### src/rtl/dale_pkg.sv
// ----------------------------------------------------------------------------
// dale_pkg
// Shared types and codes for the address list with oldest-first eviction.
// ----------------------------------------------------------------------------
package dale_pkg;

	localparam int ADDR_W = 32;
	localparam int IDX_W  = 4;
	localparam int OP_W   = 2;

	localparam logic [OP_W-1:0] OP_ADD    = 2'd0;
	localparam logic [OP_W-1:0] OP_LOOKUP = 2'd1;
	localparam logic [OP_W-1:0] OP_READ   = 2'd2;

	// per-cell update controls
	typedef struct packed {
		logic shift;   // take the upper neighbor's entry (evict oldest)
		logic load;    // take the new address
	} cell_ctl_t;

endpackage

### src/rtl/dale_cell.sv
// ----------------------------------------------------------------------------
// dale_cell
// One list slot: holds an address, shifts from its neighbor or loads a new
// address, and compares its entry with the request key.
// ----------------------------------------------------------------------------
module dale_cell (
	input  logic                              clk,
	input  dale_pkg::cell_ctl_t               ctl,
	input  logic                              live,
	input  logic [dale_pkg::ADDR_W-1:0]       nbr_data,
	input  logic [dale_pkg::ADDR_W-1:0]       new_data,
	input  logic [dale_pkg::ADDR_W-1:0]       key,
	output logic [dale_pkg::ADDR_W-1:0]       data,
	output logic                              match
);
	import dale_pkg::*;

	logic [ADDR_W-1:0] data_q;

	always_ff @(posedge clk) begin
		if (ctl.shift) begin
			data_q <= nbr_data;
		end else if (ctl.load) begin
			data_q <= new_data;
		end
	end

	// empty slots never match
	assign match = live && (data_q == key);
	assign data  = data_q;

endmodule

### src/rtl/dedup_address_list_evict_oldest_top.sv
// ----------------------------------------------------------------------------
// dedup_address_list_evict_oldest_top
// Ordered set of up to DEPTH distinct IPv4 addresses, oldest at position 0.
// An add stores the address only when no stored entry equals it; on a full
// list the oldest entry drops out, the rest move down one slot and the new
// address lands at the top. A lookup reports presence, a read returns the
// entry at read_index with a valid flag, and every result carries the entry
// count after the request. Op code 3 changes nothing and returns zeros plus
// the current count. For each request all slots compare the key in parallel
// and the result is captured in a single output register, so a new request
// is taken every cycle while the output side keeps up. While a finished
// result is held by out_stall, in_stall is raised. Slots hold no reset
// value; only positions below the count are ever compared or read.
// ----------------------------------------------------------------------------
module dedup_address_list_evict_oldest_top #(
	parameter int DEPTH = 16
) (
	input  logic                         clk,
	input  logic                         arst_n,
	// request side
	input  logic                         in_valid,
	output logic                         in_stall,
	input  logic [dale_pkg::OP_W-1:0]    op,
	input  logic [dale_pkg::ADDR_W-1:0]  ip_addr,
	input  logic [dale_pkg::IDX_W-1:0]   read_index,
	// result side
	output logic                         out_valid,
	input  logic                         out_stall,
	output logic                         found,
	output logic [$clog2(DEPTH + 1)-1:0] entry_count,
	output logic [dale_pkg::ADDR_W-1:0]  read_addr,
	output logic                         read_valid
);
	import dale_pkg::*;

	// count width, wide enough to hold DEPTH itself
	localparam int CNT_W = $clog2(DEPTH + 1);

	// common width for comparing read_index against the count
	localparam int CMP_W = (CNT_W > IDX_W) ? CNT_W : IDX_W;

	// state
	logic [CNT_W-1:0]   count_q;
	logic               out_valid_q;
	logic               found_q;
	logic [CNT_W-1:0]   count_out_q;
	logic [ADDR_W-1:0]  raddr_q;
	logic               rvalid_q;

	// cell row
	logic [ADDR_W-1:0]  cell_data [DEPTH];
	logic [DEPTH-1:0]   cell_match;
	logic [DEPTH-1:0]   cell_live;
	cell_ctl_t          cell_ctl [DEPTH];

	// request decode
	logic               in_acc;
	logic               hit;
	logic               full;
	logic               do_add;
	logic               found_d;
	logic [CNT_W-1:0]   count_d;
	logic [ADDR_W-1:0]  raddr_d;
	logic               rvalid_d;

	// the only backpressure: a held result blocks new requests
	assign in_stall = out_valid_q && out_stall;
	assign in_acc   = in_valid && !in_stall;

	assign hit  = |cell_match;
	assign full = (count_q == CNT_W'(DEPTH));

	// add of a new address: append, or shift the row when full
	assign do_add = in_acc && (op == OP_ADD) && !hit;

	genvar gi;
	generate
		for (gi = 0; gi < DEPTH; gi++) begin : g_cell
			localparam logic [CNT_W-1:0] SLOT = CNT_W'(gi);
			logic [ADDR_W-1:0] nbr;

			if (gi == DEPTH - 1) begin : g_top
				assign nbr = ip_addr;
			end else begin : g_mid
				assign nbr = cell_data[gi + 1];
			end

			assign cell_live[gi]      = (SLOT < count_q);
			assign cell_ctl[gi].shift = do_add && full;
			assign cell_ctl[gi].load  = do_add && !full && (count_q == SLOT);

			dale_cell u_cell (
				.clk      (clk),
				.ctl      (cell_ctl[gi]),
				.live     (cell_live[gi]),
				.nbr_data (nbr),
				.new_data (ip_addr),
				.key      (ip_addr),
				.data     (cell_data[gi]),
				.match    (cell_match[gi])
			);
		end
	endgenerate

	// result fields
	always_comb begin
		found_d  = 1'b0;
		rvalid_d = 1'b0;
		unique case (op)
			OP_ADD, OP_LOOKUP: begin
				found_d = hit;
			end
			OP_READ: begin
				rvalid_d = (CMP_W'(read_index) < CMP_W'(count_q));
			end
			default: begin
			end
		endcase
	end

	// read select: one-hot OR over the row
	always_comb begin
		raddr_d = '0;
		for (int i = 0; i < DEPTH; i++) begin
			if (rvalid_d && (CMP_W'(read_index) == CMP_W'(i))) begin
				raddr_d = raddr_d | cell_data[i];
			end
		end
	end

	assign count_d = count_q + CNT_W'(do_add && !full);

	always_ff @(posedge clk or negedge arst_n) begin
		if (!arst_n) begin
			count_q     <= '0;
			out_valid_q <= 1'b0;
		end else begin
			if (in_acc) begin
				count_q <= count_d;
			end
			if (in_acc) begin
				out_valid_q <= 1'b1;
			end else if (!out_stall) begin
				out_valid_q <= 1'b0;
			end
		end
	end

	always_ff @(posedge clk) begin
		if (in_acc) begin
			found_q     <= found_d;
			count_out_q <= count_d;
			raddr_q     <= raddr_d;
			rvalid_q    <= rvalid_d;
		end
	end

	assign out_valid   = out_valid_q;
	assign found       = found_q;
	assign entry_count = count_out_q;
	assign read_addr   = raddr_q;
	assign read_valid  = rvalid_q;

	// count never passes the list size
	a_count_range: assert property (@(posedge clk) disable iff (!arst_n)
		count_q <= CNT_W'(DEPTH))
		else $error("entry count above DEPTH");

	// a lookup or read leaves the count alone
	a_lookup_keeps_count: assert property (@(posedge clk) disable iff (!arst_n)
		in_acc && (op == OP_LOOKUP || op == OP_READ) |=> count_q == $past(count_q))
		else $error("count moved on lookup or read");

	// found and read_valid come from different ops
	a_found_vs_read: assert property (@(posedge clk) disable iff (!arst_n)
		out_valid_q |-> !(found_q && rvalid_q))
		else $error("found and read_valid both set");

	// a duplicate add never grows the list
	a_dup_add: assert property (@(posedge clk) disable iff (!arst_n)
		in_acc && (op == OP_ADD) && hit |=> count_q == $past(count_q))
		else $error("duplicate add changed count");

endmodule
### config.mk
export PLATFORM = sky130hd
export DESIGN_NAME = dedup_address_list_evict_oldest_top
export DESIGN_NICKNAME = d
export VERILOG_FILES = /design/src/rtl/dale_pkg.sv /design/src/rtl/dale_cell.sv /design/src/rtl/dedup_address_list_evict_oldest_top.sv
export SDC_FILE = /design/constraint.sdc
export NUM_CORES = 1
export LEC_CHECK = 0
export BUFFER_PORTS_ARGS = -buffer_cell sky130_fd_sc_hd__buf_2
export CAP_MARGIN = 15
export CORE_UTILIZATION = 50
export DETAILED_ROUTE_END_ITERATION = 8
export PLACE_DENSITY = 0.66
export REMOVE_ABC_BUFFERS = 1
export SLEW_MARGIN = 25
export SYNTH_ARGS = -nofsm -noshare
export SYNTH_HDL_FRONTEND = slang
export SYNTH_HIERARCHICAL = 1
export SYNTH_SLANG_ARGS = --single-unit
### constraint.sdc
create_clock -name clk -period 5.2 [get_ports clk]
set_input_delay 1.04 -clock clk [delete_from_list [all_inputs] [get_ports clk]]
set_output_delay 1.04 -clock clk [all_outputs]
set_load 0.03 [all_outputs]
* After elaboration in Yosys (flattened, before gate mapping)
Cells that the tools add are included.
** Storage, ports and cells
- Logic and storage cells :: 234
- Input bits :: 42
- Output and inout port bits :: 41
- Bits in registers :: 557
** Cells by class
- Muxes and demuxes :: 51
- Reduce and logical (&&, ||, !) cells :: 78
- Bitwise gates (word level) :: 15
- Equal/unequal tests :: 50
- Add/sub/neg operators :: 1
- Magnitude comparators :: 17
** Operator list (count)
- 32-bit two-way mux :: 48
- 32-bit == test :: 16
- 32-bit OR :: 15
- 1-bit logical AND :: 54
- 5-bit by 4-bit == test with 1-bit output, second input constant :: 8
- 4-bit by 5-bit < comparator with 1-bit output, first input constant :: 8
- 4-bit == test, second input constant :: 8
- 2-bit nonzero test :: 16
- 5-bit by 3-bit == test with 1-bit output, second input constant :: 4
- 3-bit by 5-bit < comparator with 1-bit output, first input constant :: 4
- 4-bit by 3-bit == test with 1-bit output, second input constant :: 4
- 16-bit OR reduction :: 1
- 5-bit by 2-bit == test with 1-bit output, second input constant :: 2
- 1-bit by 5-bit < comparator with 1-bit output, first input constant :: 2
- 2-bit by 5-bit < comparator with 1-bit output, first input constant :: 2
- 4-bit by 2-bit == test with 1-bit output, second input constant :: 2
- 5-bit by 1-bit adder with 5-bit output :: 1
- 5-bit by 1-bit == test with 1-bit output, second input constant :: 1
- 5-bit == test, second input constant :: 1
- 5-bit logical NOT :: 1
- 4-bit by 5-bit < comparator with 1-bit output :: 1
- 4-bit by 1-bit == test with 1-bit output, second input constant :: 1
- 4-bit logical NOT :: 1
- 1-bit logical NOT :: 3
- 6 further kinds :: 8

* Longest topological paths before layout
- Word-level depth :: 34
- Mapped depth :: 15
- Depth with buffers taken out :: 14

* Modules after synthesis
Netlist, hierarchy kept.
** Modules (own cells, without submodules)
- dale_cell :: sequential area each 960.9 um^2, cells an instance 113, area an instance 1702.9 um^2, instances 16
- dedup_address_list_evict_oldest_top :: sequential area each 1321.3 um^2, cells an instance 790, area an instance 6607.6 um^2, instances 1

* Worst setup path before layout
OpenSTA, ideal clock, no wires.
- Path type :: input to register
- Start point :: in ip_addr[29] (netlist bit)
- End point :: reg g_cell[14].u_cell.data_q[0], enable pin
- Required time :: 4825 ps
- Slack :: 1139 ps
- Library setup time :: 375 ps
- Path buffers :: 3
- Cell stages on the path :: 12
- Arrival :: 3686 ps
- Cell sequence :: xor2_1 nor4_1 nand4_1 nor3_2 nor4_2 nand4_1 or4_1 buf_2 nor2b_1 buf_2 buf_2 or2_2
** RTL lines
- from (decl) :: RTL line dedup_address_list_evict_oldest_top.sv:24 : input logic [dale_pkg::ADDR_W-1:0] ip_addr,
- to (signal assigned) :: RTL line dale_cell.sv:22 : data_q <= nbr_data;
- to (signal assigned) :: RTL line dale_cell.sv:24 : data_q <= new_data;
- to (decl) :: RTL line dale_cell.sv:18 : logic [ADDR_W-1:0] data_q;

==> flow_metrics.tcl <==
set metrics [dict create \
    max_cap_violations 0 \
    async_flop_share 0.0108 \
    cts-root-buf "clkbuf_16" \
    fin_crit_ns 4.56 \
    setup_tns_ns 0 \
    initial_core_util 0.505 \
    cp.required_ns 5.59 \
    p_per_area_nw_per_um2 285 \
    post_cts_buffers 0 \
    rsz0062_at_grt "no" \
    ctsHoldBuffers 0 \
    vdd_drop_max_v 0.000347 \
    synth_area_leaders "edfxtp_1 (49%), mux2_2 (18%), xor2_1 (13%), nor4_1 (2.3%), a22oi_1 (1.7%)" \
    clockBufferDepth 3 \
    fp.dieW_um 262 \
    antenna_found_initial 5 \
    groute.usage.overall 0.335 \
    holdWs_ns 0.198 \
    place_congestion 0.967 \
    rrSetupSlack_ns 0.75 \
    fill_cells 5615 \
    clock_latency_ns 0.66 \
    synth_xor_area_frac 0.134 \
    synth_top_area_cell "edfxtp_1" \
    drt.antenna.violating_nets 0 \
    endpoint "g_cell[9].u_cell/data[29]" \
    rr_startpoint "count_q[3]" \
    synthTopCellsByCount "edfxtp_1 (551), mux2_2 (542), xor2_1 (497), nor4_1 (124), buf_2 (113)" \
    dr.pass1.iters 8 \
    tightest_slew_ns 1.10 \
    grt.overflow.total 0 \
    htreeDepth 2 \
    ff2ff_path_depth 13 \
    hpwlAfterDp_um 80700 \
    failed_checks "DRC" \
    yosysUniqueCellTypes 66 \
    critPathLaunch "ip_addr[18]" \
    cts_buffers 61 \
    period_share 0.877 \
    syn_area_um2 33900 \
    max_slew_margin 0.267 \
    tritoncts "yes" \
    final_layout_size_suffix_gt1_frac 0.327 \
    wirelength_um 117000 \
    yosysWarnings 6 \
    synth-simple-area-share 0.0784 \
    synth_most_common_cell "edfxtp_1" \
    worst_hold_path_type "in -> async" \
    synthFlopType "edfxtp_1" \
    ys_seq_elements 557 \
    dieArea_um2 68800 \
    timing_hold_violations_final 0 \
    clock_sinks 557 \
    synth_top_area_share 0.489 \
    synth_compound_area_frac 0.0657 \
    total_power_mw 10.8 \
    muxShareOfSynthArea 0.203 \
    vias 24200 \
    drc 2 \
    power.leakage_nw 12.8 \
    worst_clock_skew_ns 0.0271 \
    syn_inst 2598 \
    rows 95 \
    slew_violations 0 \
    avgSynthCellArea_um2 13.0 \
    viasPerCell 6.65 \
    clock.fmax_mhz 219 \
    r2r_end "g_cell[9].u_cell/data[29]" \
    grt_pass1_wl_um 168000 \
    critPathArrivalTime_ns 4.96 \
    grt_pass1_vias 23800 \
    fin_nets 2755 \
    num_io_pins 83 \
    numPortBuffers 82 \
    synth_adder_area_share 0.00185 \
    avgRoutedWirePerCell_um 32.3 \
    worstSetupStartpointType "input pin" \
    crit_type "in -> reg" \
    finalSetupViolCount 0 \
    coreArea_um2 67000 \
    synth.yosys.seq_area_share 0.493 \
    cp_max_fo 31 \
    post_cts_resized 0 \
    syn2layout_area_growth_pct 12.0 \
    end_kind "flop" \
    synth_top_family_by_area "multiplexers" \
    synth-edff-count 551 \
    grt_max_degree 65 \
    clk_pin_slew_ns 0.06 \
    die_h_um 262 \
    run_status "complete, but fails checks" \
    initialDrtViolationCount 3475 \
]
[cells by family (layout without fill, tap and decap cells)]
logic type,after synthesis,after routing
other cells,0,2
compound gates,292,292
simple gates,453,453
xor+xnor,518,518
mux,606,606
buf+inv,167,328
flops,557,557
fa+ha+maj,5,5
[metrics by stage]
stage	util	setup WS, ns	cells	instance area (um2)
after floorplan	-	-22.37	2442	33100
after global placement	0.536	0.158	3518	36000
after detailed placement	0.536	0.0761	3518	36000
after CTS	0.565	0.704	3632	37900
after global routing	0.565	0.439	3634	37900
final	0.565	0.637	3634	37900
[critical path, stage by stage]
cell     delay, ns
buf_2         0.57
xor2_1        0.25
nor4_1        0.10
buf_4         0.16
nand4_1       0.19
nor3_2        0.09
nor4_2        0.28
nand4_1       0.19
or4_1         0.62
nor2b_4       0.32
buf_12        0.25
buf_4         0.42
mux2_2        0.39
[area by class of cell]
class	count	area, um2	share of cell area
Clock inverter	31	256	0.00677
Inverter	11	41.3	0.00109
Timing Repair Buffer	203	1730	0.0456
Multi-Input combinational cell	1874	16400	0.433
Clock buffer	83	1680	0.0444
Tap cell	873	1090	0.0288
Sequential cell	557	16700	0.441
Antenna cell	2	5.00	0.000132
[state kept, by name (all words and copies together), names as in the netlist]
signal	cells
count_q	5
entry_count	5
found	1
g_cell.u_cell/data	512
out_valid	1
read_addr	32
read_valid	1
[metal layers]
| metal | track usage | vias up | wire length (um) |
|---|---|---|---|
| met3 | 0.0624 | 339 | 12100 |
| li1 | - | 10300 | - |
| met1 | 0.450 | 12000 | 45300 |
| met4 | 0.161 | 4 | 6560 |
| met2 | 0.525 | 1514 | 53300 |
| met5 | 0 | - | 24 |
[power breakdown]
part	internal [mW]	switching, mW
registers	5.02	0.0880
clock network	2.45	1.88
logic	0.491	0.862
total	7.96	2.83
[cell usage in the layout (no fill, tap or decap), types with 18 or more instances in the layout]
cell type / count
o21ai_0: 21
xnor2_1: 21
mux2i_1: 54
a22o_1: 19
buf_2: 78
nor2_1: 32
a32oi_1: 29
a211oi_1: 25
buf_12: 32
nand2_1: 59
nor4_1: 124
xor2_1: 497
edfxtp_1: 551
nor3_1: 40
mux2_2: 542
clkbuf_16: 63
nand3_1: 62
nand4_1: 22
o22ai_1: 28
buf_4: 93
a21oi_1: 18
a22oi_1: 76
[worst min-delay path by stage]
stage,start,to,slack (ns),depth (start not counted)
global placement,out_valid,out_valid,0.50,2
global route,arst_n,out_valid,0.21,1
CTS,arst_n,count_q[1],0.19,1
detailed placement,out_valid,out_valid,0.52,2
floorplan,count_q[4],count_q[4],0.53,1
finish,arst_n,count_q[1],0.20,1
Power figures use the tool's default switching activity.
